## config.mk

```make
export PLATFORM = sky130hd
export DESIGN_NAME = serial_eeprom_cartridge_mapper
export DESIGN_NICKNAME = d
export VERILOG_FILES = /design/src/sem_pkg.sv /design/src/serial_eeprom_cartridge_mapper.sv /design/src/sem_ram.sv /design/src/sem_eeprom.sv
export SDC_FILE = /design/constraint.sdc
export NUM_CORES = 2
export LEC_CHECK = 0
export BUFFER_PORTS_ARGS = -buffer_cell sky130_fd_sc_hd__buf_4
export CAP_MARGIN = 20
export CORE_ASPECT_RATIO = 0.5
export CORE_MARGIN = 8
export CORE_UTILIZATION = 35
export CTS_CLUSTER_SIZE = 20
export DETAILED_ROUTE_END_ITERATION = 7
export MAX_ROUTING_LAYER = met4
export PLACE_DENSITY = 0.59
export SKIP_LAST_GASP = 1
export SLEW_MARGIN = 15
export SYNTH_ARGS = -nofsm -noshare
export SYNTH_HDL_FRONTEND = slang
export SYNTH_HIERARCHICAL = 1
export SYNTH_SLANG_ARGS = --single-unit
```

## constraint.sdc

```tcl
create_clock -name clock -period 8.24 [get_ports clock]
set_input_delay 0 -clock clock [delete_from_list [all_inputs] [get_ports clock]]
set_output_delay 0 -clock clock [all_outputs]
set_load 0.1 [all_outputs]
```

## src/sem_pkg.sv

```systemverilog
package sem_pkg;

   localparam int WORD_COUNT = 256;
   localparam int WORD_AW    = $clog2(WORD_COUNT);
   localparam int WORD_W     = 16;

   localparam logic [1:0] KIND_CTRL_WR = 2'd0;
   localparam logic [1:0] KIND_RAM_WR  = 2'd1;
   localparam logic [1:0] KIND_RAM_RD  = 2'd2;

   localparam logic [15:0] EEP_PORT_ADDR  = 16'ha080;
   localparam logic [15:0] BANK_SEL_MASK  = 16'h6000;
   localparam logic [15:0] BANK_SEL_MATCH = 16'h2000;
   localparam logic [15:0] RD_GROUP_MASK  = 16'ha0f0;
   localparam logic [15:0] RD_GROUP_A000  = 16'ha000;
   localparam logic [15:0] RD_GROUP_A010  = 16'ha010;
   localparam logic [15:0] RD_GROUP_A060  = 16'ha060;
   localparam logic [15:0] RD_GROUP_A070  = 16'ha070;
   localparam logic [15:0] RD_GROUP_EEP   = 16'ha080;
   localparam logic [7:0]  RD_OPEN_BUS    = 8'hff;

   typedef struct packed {
      logic       go;
      logic [7:0] data;
   } eep_cmd_type;

   typedef struct packed {
      logic busy;
      logic dout;
   } eep_stat_type;

endpackage

```

## src/serial_eeprom_cartridge_mapper.sv

```systemverilog
// channel  direction  fields
// req      in         tuser: kind; tdata: bus_address, bus_data
// rsp      out        tdata: read_data, rom_bank
// csr      in         wdata: rom_bank_mask
//
// an item is captured in ST_IDLE, then executed in ST_EXEC, which loads the result register
// a serial read command holds off new items (busy) while the word store's registered read port returns
// while a result waits untaken, execution holds; the next item is still captured
// reset is synchronous; the erased store is modelled by valid bits, so no clearing pass
module serial_eeprom_cartridge_mapper
   import sem_pkg::*;
(
   input  logic        clock,
   input  logic        reset,
   input  logic        req_tvalid,
   output logic        req_tready,
   input  logic [1:0]  req_tuser,   // [1:0] kind
   input  logic [23:0] req_tdata,   // [15:0] bus_address, [23:16] bus_data
   output logic        rsp_tvalid,
   input  logic        rsp_tready,
   output logic [15:0] rsp_tdata,   // [7:0] read_data, [14:8] rom_bank, [15] zero
   input  logic        csr_we,
   input  logic [6:0]  csr_wdata
);

   typedef enum logic {
      ST_IDLE,
      ST_EXEC
   } state_type;

   state_type    state_ff;
   logic [1:0]   kind_ff;
   logic [15:0]  addr_ff;
   logic [7:0]   data_ff;
   logic [6:0]   bank_ff, bank_in;
   logic [6:0]   mask_ff;
   logic         rsp_valid_ff;
   logic [7:0]   rd_ff, rd_in;
   logic [6:0]   rsp_bank_ff;
   logic         slot_free;
   logic         exec_go;
   logic [15:0]  grp;
   eep_cmd_type  eep_cmd;
   eep_stat_type eep_stat;

   assign req_tready = (state_ff == ST_IDLE) && !eep_stat.busy;
   assign slot_free  = !rsp_valid_ff || rsp_tready;
   assign exec_go    = (state_ff == ST_EXEC) && slot_free;
   assign grp        = addr_ff & RD_GROUP_MASK;

   assign eep_cmd.go   = exec_go && (kind_ff == KIND_RAM_WR) && (addr_ff == EEP_PORT_ADDR);
   assign eep_cmd.data = data_ff;

   always_comb begin
      bank_in = bank_ff;
      rd_in   = 8'd0;
      unique case (kind_ff)
         KIND_CTRL_WR: begin
            if ((addr_ff & BANK_SEL_MASK) == BANK_SEL_MATCH) begin
               bank_in = (data_ff[6:0] == 7'd0) ? 7'd1 : data_ff[6:0];
            end
         end
         KIND_RAM_RD: begin
            if (grp == RD_GROUP_A000 || grp == RD_GROUP_A010 ||
                grp == RD_GROUP_A060 || grp == RD_GROUP_A070) begin
               rd_in = 8'd0;
            end else if (grp == RD_GROUP_EEP) begin
               rd_in = {7'd0, eep_stat.dout};
            end else begin
               rd_in = RD_OPEN_BUS;
            end
         end
         default: begin
         end
      endcase
   end

   always_ff @(posedge clock) begin
      if (reset) begin
         state_ff     <= ST_IDLE;
         bank_ff      <= 7'd1;
         mask_ff      <= 7'h7f;
         rsp_valid_ff <= 1'b0;
      end else begin
         if (csr_we) begin
            mask_ff <= csr_wdata;
         end
         if (exec_go) begin
            rsp_valid_ff <= 1'b1;
         end else if (rsp_tready) begin
            rsp_valid_ff <= 1'b0;
         end
         unique case (state_ff)
            ST_IDLE: begin
               if (req_tvalid && req_tready) begin
                  kind_ff  <= req_tuser;
                  addr_ff  <= req_tdata[15:0];
                  data_ff  <= req_tdata[23:16];
                  state_ff <= ST_EXEC;
               end
            end
            ST_EXEC: begin
               if (slot_free) begin
                  bank_ff     <= bank_in;
                  rd_ff       <= rd_in;
                  rsp_bank_ff <= bank_in & mask_ff;
                  state_ff    <= ST_IDLE;
               end
            end
            default: begin
               state_ff <= ST_IDLE;
            end
         endcase
      end
   end

   sem_eeprom u_eeprom (
      .clock(clock),
      .reset(reset),
      .cmd  (eep_cmd),
      .stat (eep_stat)
   );

   assign rsp_tvalid = rsp_valid_ff;
   assign rsp_tdata  = {1'b0, rsp_bank_ff, rd_ff};

endmodule

```

## src/sem_ram.sv

```systemverilog
module sem_ram #(
   parameter int WIDTH = 16,
   parameter int DEPTH = 256
) (
   input  logic                     clock,
   input  logic                     wr_en,
   input  logic [$clog2(DEPTH)-1:0] wr_addr,
   input  logic [WIDTH-1:0]         wr_data,
   input  logic                     rd_en,
   input  logic [$clog2(DEPTH)-1:0] rd_addr,
   output logic [WIDTH-1:0]         rd_data
);

   logic [WIDTH-1:0] mem_ff [DEPTH];
   logic [WIDTH-1:0] rd_data_ff;

   always_ff @(posedge clock) begin
      if (wr_en) begin
         mem_ff[wr_addr] <= wr_data;
      end
      if (rd_en) begin
         rd_data_ff <= mem_ff[rd_addr];
      end
   end

   assign rd_data = rd_data_ff;

endmodule

```

## src/sem_eeprom.sv

```systemverilog
module sem_eeprom
   import sem_pkg::*;
(
   input  logic         clock,
   input  logic         reset,
   input  eep_cmd_type  cmd,
   output eep_stat_type stat
);

   typedef enum logic [2:0] {
      PH_OFF    = 3'd0,
      PH_CMD    = 3'd1,
      PH_ADDR   = 3'd2,
      PH_DATA   = 3'd3,
      PH_READ   = 3'd4,
      PH_COMMIT = 3'd5
   } phase_type;

   localparam logic [1:0] OP_EXT   = 2'd0;
   localparam logic [1:0] OP_WRITE = 2'd1;
   localparam logic [1:0] OP_READ  = 2'd2;
   localparam logic [1:0] OP_ERASE = 2'd3;

   localparam logic [1:0] EXT_WDS  = 2'd0;
   localparam logic [1:0] EXT_WRAL = 2'd1;
   localparam logic [1:0] EXT_ERAL = 2'd2;
   localparam logic [1:0] EXT_WEN  = 2'd3;

   phase_type         phase_ff, phase_in;
   logic              cs_ff, cs_in;
   logic              sk_ff, sk_in;
   logic [WORD_W-1:0] shift_ff, shift_in;
   logic [4:0]        cnt_ff, cnt_in;
   logic [1:0]        op_ff, op_in;
   logic [7:0]        addr_ff, addr_in;
   logic              idle_ff, idle_in;
   logic              wen_ff, wen_in;
   logic              dout_ff, dout_in;
   logic [WORD_W-1:0] fill_ff, fill_in;
   logic              load_ff, load_in;
   logic [WORD_COUNT-1:0] valid_ff;

   logic              mem_we;
   logic              fill_do;
   logic [WORD_W-1:0] mem_rdata;
   logic [WORD_AW-1:0] word_idx;
   logic              di;

   assign word_idx = addr_ff[WORD_AW-1:0];
   assign di       = cmd.data[1];

   always_comb begin
      phase_in = phase_ff;
      cs_in    = cs_ff;
      sk_in    = sk_ff;
      shift_in = shift_ff;
      cnt_in   = cnt_ff;
      op_in    = op_ff;
      addr_in  = addr_ff;
      idle_in  = idle_ff;
      wen_in   = wen_ff;
      dout_in  = dout_ff;
      fill_in  = fill_ff;
      load_in  = 1'b0;
      mem_we   = 1'b0;
      fill_do  = 1'b0;

      // word fetched last cycle lands in the shift register; unwritten words read as fill
      if (load_ff) begin
         shift_in = valid_ff[word_idx] ? mem_rdata : fill_ff;
      end

      if (cmd.go) begin
         cs_in = cmd.data[7];
         sk_in = cmd.data[6];

         // chip select edge is handled before the clock edge
         if (!cs_ff && cmd.data[7]) begin
            if (phase_ff == PH_COMMIT) begin
               mem_we   = wen_ff;
               phase_in = PH_OFF;
               dout_in  = 1'b1;
            end else begin
               idle_in  = 1'b1;
               phase_in = PH_OFF;
            end
         end

         if (!sk_ff && cmd.data[6]) begin
            if (idle_in) begin
               if (di) begin
                  idle_in  = 1'b0;
                  cnt_in   = 5'd0;
                  phase_in = PH_CMD;
               end
            end else begin
               unique case (phase_in)
                  PH_CMD: begin
                     shift_in = {shift_in[WORD_W-2:0], di};
                     cnt_in   = cnt_in + 5'd1;
                     if (cnt_in == 5'd2) begin
                        phase_in = PH_ADDR;
                        cnt_in   = 5'd0;
                        op_in    = shift_in[1:0];
                     end
                  end
                  PH_ADDR: begin
                     shift_in = {shift_in[WORD_W-2:0], di};
                     cnt_in   = cnt_in + 5'd1;
                     if (cnt_in == 5'd8) begin
                        phase_in = PH_DATA;
                        cnt_in   = 5'd0;
                        addr_in  = shift_in[7:0];
                        if (op_in == OP_EXT) begin
                           if (addr_in[7:6] == EXT_WDS) begin
                              wen_in   = 1'b0;
                              phase_in = PH_OFF;
                           end else if (addr_in[7:6] == EXT_WEN) begin
                              wen_in   = 1'b1;
                              phase_in = PH_OFF;
                           end
                        end
                     end
                  end
                  PH_DATA: begin
                     shift_in = {shift_in[WORD_W-2:0], di};
                     cnt_in   = cnt_in + 5'd1;
                     unique case (op_in)
                        OP_EXT: begin
                           if (cnt_in == 5'd16) begin
                              unique case (addr_in[7:6])
                                 EXT_WDS: begin
                                    wen_in   = 1'b0;
                                    phase_in = PH_OFF;
                                 end
                                 EXT_WRAL: begin
                                    fill_do  = wen_in;
                                    fill_in  = wen_in ? shift_in : fill_ff;
                                    phase_in = PH_COMMIT;
                                 end
                                 EXT_ERAL: begin
                                    fill_do  = wen_in;
                                    fill_in  = wen_in ? {WORD_W{1'b1}} : fill_ff;
                                    phase_in = PH_COMMIT;
                                 end
                                 default: begin
                                    wen_in   = 1'b1;
                                    phase_in = PH_OFF;
                                 end
                              endcase
                              cnt_in = 5'd0;
                           end
                        end
                        OP_WRITE: begin
                           if (cnt_in == 5'd16) begin
                              cnt_in   = 5'd0;
                              phase_in = PH_COMMIT;
                              dout_in  = 1'b0;
                           end
                        end
                        OP_READ: begin
                           if (cnt_in == 5'd1) begin
                              phase_in = PH_READ;
                              cnt_in   = 5'd0;
                              load_in  = 1'b1;
                           end
                        end
                        default: begin
                           if (cnt_in == 5'd16) begin
                              cnt_in   = 5'd0;
                              phase_in = PH_COMMIT;
                              dout_in  = 1'b0;
                              shift_in = {WORD_W{1'b1}};
                           end
                        end
                     endcase
                  end
                  default: begin
                  end
               endcase
            end
         end

         if (sk_ff && !cmd.data[6] && phase_in == PH_READ) begin
            dout_in  = shift_in[WORD_W-1];
            shift_in = {shift_in[WORD_W-2:0], 1'b0};
            cnt_in   = cnt_in + 5'd1;
            if (cnt_in == 5'd16) begin
               cnt_in   = 5'd0;
               phase_in = PH_OFF;
            end
         end
      end
   end

   always_ff @(posedge clock) begin
      if (reset) begin
         phase_ff <= PH_OFF;
         cs_ff    <= 1'b0;
         sk_ff    <= 1'b0;
         shift_ff <= '0;
         cnt_ff   <= '0;
         op_ff    <= OP_EXT;
         addr_ff  <= '0;
         idle_ff  <= 1'b0;
         wen_ff   <= 1'b0;
         dout_ff  <= 1'b0;
         fill_ff  <= {WORD_W{1'b1}};
         load_ff  <= 1'b0;
         valid_ff <= '0;
      end else begin
         phase_ff <= phase_in;
         cs_ff    <= cs_in;
         sk_ff    <= sk_in;
         shift_ff <= shift_in;
         cnt_ff   <= cnt_in;
         op_ff    <= op_in;
         addr_ff  <= addr_in;
         idle_ff  <= idle_in;
         wen_ff   <= wen_in;
         dout_ff  <= dout_in;
         fill_ff  <= fill_in;
         load_ff  <= load_in;
         // a whole-store fill just drops every valid bit
         if (fill_do) begin
            valid_ff <= '0;
         end else if (mem_we) begin
            valid_ff[word_idx] <= 1'b1;
         end
      end
   end

   sem_ram #(
      .WIDTH(WORD_W),
      .DEPTH(WORD_COUNT)
   ) u_store (
      .clock  (clock),
      .wr_en  (mem_we),
      .wr_addr(word_idx),
      .wr_data(shift_ff),
      .rd_en  (load_in),
      .rd_addr(word_idx),
      .rd_data(mem_rdata)
   );

   assign stat.busy = load_ff;
   assign stat.dout = dout_ff;

endmodule

```

### Yosys cells after proc, flatten, opt, wreduce, memory -nomap -nowiden

Memory sizes are Yosys's and may differ from the RTL's. A register that Yosys moved wholly into a read port is not among the register bits.
Index checks and enable logic that the tools add are counted.

| word-level totals | value |
|---|---|
| flip-flop bits (word level) | 369 |
| output and inout port bits | 18 |
| logic and storage cells | 201 |
| input bits | 38 |
| bits in read-only memories | 0 |
| bits in latches | 0 |
| memories | 1 |
| bits in writable memories | 4,096 |

| cells by class | value |
|---|---|
| equality and inequality tests | 32 |
| order comparisons | 2 |
| div/mod/pow operators | 0 |
| mux-type cells | 96 |
| shift operators | 0 |
| reductions and logical operators | 40 |
| bitwise logic cells | 6 |
| multipliers | 0 |
| add/sub/neg operators | 2 |

Memories:

| memory | words | width | rd ports | clocked after Yosys merged registers in | wr ports | line | RTL |
|---|---|---|---|---|---|---|---|
| u_eeprom.u_store.mem_ff | 256 | 16 | 1 | 1 | 1 | sem_ram.sv:14 | `logic [WIDTH-1:0] mem_ff [DEPTH];` |

Operator list:

| cell | count |
|---|---|
| bitwise OR 256 bit | 1 |
| two-way mux 16 bit | 10 |
| case mux 16 bit (2 select lines) | 2 |
| two-way mux 5 bit | 11 |
| two-way mux 3 bit | 16 |
| two-way mux 1 bit | 44 |
| == test 6 bit, second input constant | 5 |
| two-way mux 7 bit | 3 |
| == test 16 bit, second input constant | 1 |
| case mux 5 bit (3 select lines) | 1 |
| inequality test 2 x 1 -> 1 bit, second input constant | 6 |
| adder 5 x 1 -> 5 bit, second input constant | 2 |
| == test 5 bit, second input constant | 2 |
| logical AND 1 bit | 10 |
| AND reduction 10 bit | 1 |
| AND reduction 5 bit | 2 |
| OR reduction 2 bit | 5 |
| less-than comparator 8 x 9 -> 1 bit, second input constant | 1 |
| case mux 3 bit (3 select lines) | 1 |
| AND reduction 9 bit | 1 |
| binary-select mux 1 bit (select 8 bit) | 1 |
| demux 1 bit (select 8 bit) | 1 |
| == test 2 x 1 -> 1 bit, second input constant | 4 |
| == test 2 bit, second input constant | 4 |
| other kinds (23) | 43 |

### Longest topological paths before layout

| depth | value |
|---|---|
| depth after elaboration | 17 |
| depth in mapped cells | 24 |
| depth with buffers taken out | 18 |

### Hierarchy

The synthesis kept the hierarchy.

Modules (own cells, without submodules):

| module | sequential area each (sq um) | times used | area an instance (sq um) | cells an instance |
|---|---|---|---|---|
| sem_ram | 123,478.4 | 1 | 158,874.9 | 7,360 |
| sem_eeprom | 6,246.0 | 1 | 14,313.7 | 1,645 |
| serial_eeprom_cartridge_mapper | 1,371.3 | 1 | 1,988.2 | 149 |

### Least setup slack after synthesis

Ideal clock, no wire load.

| timing path | value |
|---|---|
| kind | register to register |
| start | reg u_eeprom.shift_ff[6] |
| end | reg u_eeprom.shift_ff[6] |
| arrival time | 6.496 ns |
| buffers on the path | 1 |
| required time | 8.132 ns |
| stages on the path, launching flop included | 11 |
| setup slack | 1.637 ns |
| cell sequence | dfxtp_1 > o21ai_0 > ha_1 > nor3_1 > or4b_2 > a31oi_1 > nor3_1 > clkbuf_1 > inv_1 > a21oi_1 > a221oi_1 |

| on the way | value |
|---|---|
| word-level cells in the longest chain between the ends | 14 |
| elaborated cells on any way between the ends | 18 |
| those cells by class | eq/ne (2); mux (14); reduce/logical (2) |

Ends and longest elaborated chain:

| element | line | RTL |
|---|---|---|
| start: declaration | sem_eeprom.sv:32 | `logic [WORD_W-1:0] shift_ff, shift_in;` |
| start signal: assignment | sem_eeprom.sv:215 | `shift_ff <= shift_in;` |
| two-way mux 16 bit (*) | sem_eeprom.sv:69 | `if (load_ff) begin` |
| == test 2 bit | sem_eeprom.sv:118 | `end else if (addr_in[7:6] == EXT_WEN) begin` |
| two-way mux 2 bit | sem_eeprom.sv:118 |  |
| two-way mux 3 bit | sem_eeprom.sv:115 | `if (addr_in[7:6] == EXT_WDS) begin` |
| two-way mux 3 bit | sem_eeprom.sv:114 | `if (op_in == OP_EXT) begin` |
| two-way mux 3 bit | sem_eeprom.sv:110 | `if (cnt_in == 5'd8) begin` |
| case mux 3 bit (3 select lines) | sem_eeprom.sv:97 | `unique case (phase_in)` |
| two-way mux 3 bit | sem_eeprom.sv:90 | `if (idle_in) begin` |
| two-way mux 3 bit | sem_eeprom.sv:89 | `if (!sk_ff && cmd.data[6]) begin` |
| two-way mux 3 bit | sem_eeprom.sv:73 | `if (cmd.go) begin` |
| == test 3 bit | sem_eeprom.sv:184 | `if (sk_ff && !cmd.data[6] && phase_in == PH_READ) begin` |
| logical AND 1 bit | sem_eeprom.sv:184 |  |
| two-way mux 16 bit | sem_eeprom.sv:184 |  |
| two-way mux 16 bit (*) | sem_eeprom.sv:73 |  |

Mark *: on every way between the ends. The rest lies on a longest branch, timed or not. The select of a mux whose other input is x is not followed.
A chain may end at the register's enable or synchronous reset.

### Final worst setup path

| timing path | value |
|---|---|
| start | reg u_eeprom.addr_ff[1] |
| end | reg u_eeprom.shift_ff[11] |

| on the way | value |
|---|---|
| word-level cells in the longest chain between the ends | 17 |
| elaborated cells on any way between the ends | 23 |
| those cells by class | eq/ne (2); mux (19); reduce/logical (2) |

Ends and longest elaborated chain:

| element | line | RTL |
|---|---|---|
| start: declaration | sem_eeprom.sv:35 | `logic [7:0] addr_ff, addr_in;` |
| start signal: assignment | sem_eeprom.sv:218 | `addr_ff <= addr_in;` |
| binary-select mux 1 bit (select 8 bit) (*) | sem_eeprom.sv:70 | `shift_in = valid_ff[word_idx] ? mem_rdata : fill_ff;` |
| two-way mux 1 bit (implied by the code) (*) | sem_eeprom.sv:70 |  |
| two-way mux 16 bit (*) | sem_eeprom.sv:70 |  |
| two-way mux 16 bit (*) | sem_eeprom.sv:69 |  |
| == test 2 bit | sem_eeprom.sv:118 |  |
| two-way mux 2 bit | sem_eeprom.sv:118 |  |
| two-way mux 3 bit | sem_eeprom.sv:115 |  |
| two-way mux 3 bit | sem_eeprom.sv:114 |  |
| two-way mux 3 bit | sem_eeprom.sv:110 |  |
| case mux 3 bit (3 select lines) | sem_eeprom.sv:97 |  |
| two-way mux 3 bit | sem_eeprom.sv:90 |  |
| two-way mux 3 bit | sem_eeprom.sv:89 |  |
| two-way mux 3 bit | sem_eeprom.sv:73 |  |
| == test 3 bit | sem_eeprom.sv:184 |  |
| logical AND 1 bit | sem_eeprom.sv:184 |  |
| two-way mux 16 bit | sem_eeprom.sv:184 |  |
| two-way mux 16 bit (*) | sem_eeprom.sv:73 |  |

Marks and branches as above.

==> impl_metrics.py <==
metrics = {
    "cts": {
        "htree_num_levels": 5,
        "cts_tree": "built",
        "clk_latency_ps": 980,
        "cts_buffers": 419,
        "postCtsSetupBuffers": 0,
        "clk_pin_slew_ps": 60,
        "cts-root-buf": "clkbuf_16",
        "cts.sinks": 4475,
        "clockBufferDepth": 4,
    },
    "synthesis": {
        "synth-edff-count": 4147,
        "async_reset_ff_frac": 0,
        "ys_seq_area_frac": 0.748,
        "synth_commonest_cells": "4147 x edfxtp_1, 822 x mux4_2, 658 x nor2_1",
        "yosys.area.top_type_share": 0.711,
        "synth_area_leaders": "edfxtp_1 71%, mux4_2 11%, dfxtp_1 3.7%",
        "ys_seq_elements": 4475,
        "ys.flop_type": "edfxtp_1",
        "syn_nets": 9202,
        "synth_area_mm2": 0.175,
        "synthCells": 9154,
        "syn_avg_cell_area_um2": 19.1,
        "yosys_warnings": 6,
        "synth_cell_types": 99,
        "yosysMostFrequentCell": "edfxtp_1",
        "yosys.area.top_type": "edfxtp_1",
    },
    "layout": {
        "synthToLayoutAreaGrowth_pct": 13.3,
        "nets": 9598,
        "postLayoutCellArea_mm2": 0.198,
        "layout-drive-gt1-share": 0.220,
        "nFillCells": 44355,
    },
    "global_route": {
        "grt_pass1_wl_um": 677000,
        "antenna_found_initial": 17,
        "overflow": 0,
        "grt_usage": 0.180,
        "grt_pass1_vias": 89865,
        "grt_max_degree": 182,
    },
    "placement": {
        "gp_congestion": 0.872,
        "dp_hpwl_um": 279000,
        "place_area_mm2": 0.185,
        "io_buffers": 54,
    },
    "critical_path": {
        "crit_arrival_ps": 7380,
        "cp-start-kind": "flip-flop",
        "path_max_fanout": 49,
        "endpoint_kind": "flip-flop",
        "r2r_slack_ps": 1690,
        "worst_ep_required_time_ps": 9070,
        "crit_type": "reg -> reg",
    },
    "timing": {
        "post-route-min-period_ps": 6550,
        "fmax_mhz": 153,
        "slew_headroom": 0.189,
        "setup_tns_ps": 0,
        "fin_crit_sh": 0.795,
        "worst_pin_slew_ps": 1200,
        "fin_skew_ps": 102,
        "finalMaxSlewViolations": 0,
        "setup_viol": 0,
        "rsz0062_at_grt": "false",
        "hold_viol_final": 0,
    },
    "flow_run": {
        "cap_violations": 0,
    },
    "pwr": {
        "cellLeakagePower_nw": 57.6,
        "p_per_area_mw_per_mm2": 217,
        "ir_drop_mv": 0.193,
    },
    "floorplanning": {
        "initial_core_util": 0.352,
        "dieArea_mm2": 0.525,
        "rows": 183,
        "design.portCount": 56,
        "die_y_um": 516,
        "fp.dieW_um": 1020,
        "core-area_mm2": 0.498,
    },
    "route": {
        "ant_nets": 0,
        "via_count": 92830,
        "routedWlPerCell_um": 28.7,
        "viasPerCell": 5.61,
        "drt_first_iter_violations": 11818,
        "wl_um": 476000,
        "drc": 1,
        "first_pass_iters": 8,
    },
    "status": {
        "status": "complete, but fails checks",
        "violations": "design-rule violations",
    },
    "hold_path": {
        "worstHoldPathType": "in -> reg",
    },
}
flip-flops by register name, indices dropped and copies added, names as in the netlist, 5 cells and up:
| signal | cells |
|---|---|
| u_eeprom/u_store/mem_ff | 4096 |
| u_eeprom/valid_ff | 256 |
| addr_ff | 16 |
| u_eeprom/fill_ff | 16 |
| u_eeprom/shift_ff | 16 |
| u_eeprom/u_store/rd_data | 16 |
| data_ff | 8 |
| u_eeprom/addr_ff | 8 |
| bank_ff | 7 |
| mask_ff | 7 |
| rsp_bank_ff | 7 |
| u_eeprom/cnt_ff | 5 |
cell type report:
type | count | area (um2) | area share
Sequential cell | 4475 | 131000 | 0.661
Multi-Input combinational cell | 4054 | 41000 | 0.207
Clock buffer | 530 | 11200 | 0.0565
Tap cell | 6660 | 8330 | 0.0420
Timing Repair Buffer | 577 | 4980 | 0.0251
Clock inverter | 223 | 1630 | 0.00823
Inverter | 23 | 98.8 | 0.000498
Antenna cell | 12 | 30.0 | 0.000151
metrics by stage:
step | total power, mW | hold WS (ps) | setup WS, ps | util | instances
6_report | 43.1 | 34.0 | 1690 | 0.399 | 16554
5_1_grt | 44.3 | 22.8 | 1310 | 0.399 | 16547
4_1_cts | 43.5 | 4.97 | 1750 | 0.398 | 16525
3_5_place_dp | 25.0 | 180 | 1750 | 0.371 | 15691
3_3_place_gp | 25.0 | 180 | 1750 | 0.370 | 15679
2_1_floorplan | 25.0 | 98.9 | 1640 | - | 9154
metal layers:
metal	GRT usage	up-vias	routed length (um)
met5	-	-	0
met4	0.0498	0	14100
met3	0.0361	709	43000
met2	0.270	4159	216000
met1	0.251	49469	202000
li1	-	38493	-
cells in the final DEF, fill, tap and decap left out, drive strengths merged, types with 28 or more instances in the layout:
master       netlist  layout
clkbuf           342     532
o221ai           256     256
o21ai             80      80
clkinv             1     192
nor3             115     115
nand2            119     119
nor2b             28      28
o22ai            156     156
mux4             833     833
dlygate4sd3        0      81
nand3             76      76
buf              260     494
a221oi            40      40
dfxtp            328     328
mux2             101     101
nor2             659     659
a21oi            467     467
mux2i            655     655
a22oi             62      62
nand4             35      35
a211oi            31      31
inv               22      30
edfxtp          4147    4147
a22o              36      36
worst paths after layout:
kind / from / endpoint / cells past startpoint
worst min register to register: u_eeprom/valid_ff[8]$_SDFFE_PP0P_ / u_eeprom/valid_ff[8]$_SDFFE_PP0P_ / 2
worst max-delay path: u_eeprom/addr_ff[1]$_SDFFE_PP0P_ / u_eeprom/shift_ff[11]$_SDFF_PP0_ / 19
worst min-delay path: reset / u_eeprom/cnt_ff[0]$_SDFFE_PP0P_ / 3
worst max register to register: u_eeprom/addr_ff[1]$_SDFFE_PP0P_ / u_eeprom/shift_ff[11]$_SDFF_PP0_ / 19
where the power goes:
part / switching, mW / leakage [nW] / total, mW / internal, mW
Combinational: 0.0766 / 12.0 / 0.127 / 0.0503
Clock: 8.42 / 6.30 / 18.6 / 10.1
Sequential: 0.00843 / 39.3 / 24.4 / 24.4
Total: 8.51 / 57.6 / 43.1 / 34.6
worst max-delay path: stages (launching register included):
cell	delay (ps)
dfxtp_4	960
buf_4	490
mux4_1	610
mux4_2	510
nor2_2	150
o211ai_2	240
nand3_2	240
nand2_2	150
a211o_1	310
o21ai_0	350
ha_1	310
nor3_1	50
or4b_2	660
a31oi_1	240
nor3_1	90
buf_4	200
nand2b_1	220
a221o_1	290
a211oi_1	190
o31a_1	170
kinds of logic (layout without fill, tap and decap cells):
logic type | after synthesis | in the layout | synth area share
other | 1 | 13 | 0.0000214
xor gates and xnor gates | 7 | 7 | 0.000350
DFF | 4475 | 4475 | 0.748
AOI/OAI and AO/OA | 1284 | 1284 | 0.0495
muxes | 1589 | 1589 | 0.151
buffers and inverters | 625 | 1353 | 0.0201
adders and majority gates | 10 | 10 | 0.000714
and+or+nand+nor | 1163 | 1163 | 0.0297
timing repair:
action	CTS	global route
gates resized for setup	0	0
hold buffers	81	0
hold endpoints to repair	119	0
No activity file was read; power rests on OpenSTA's default activity.
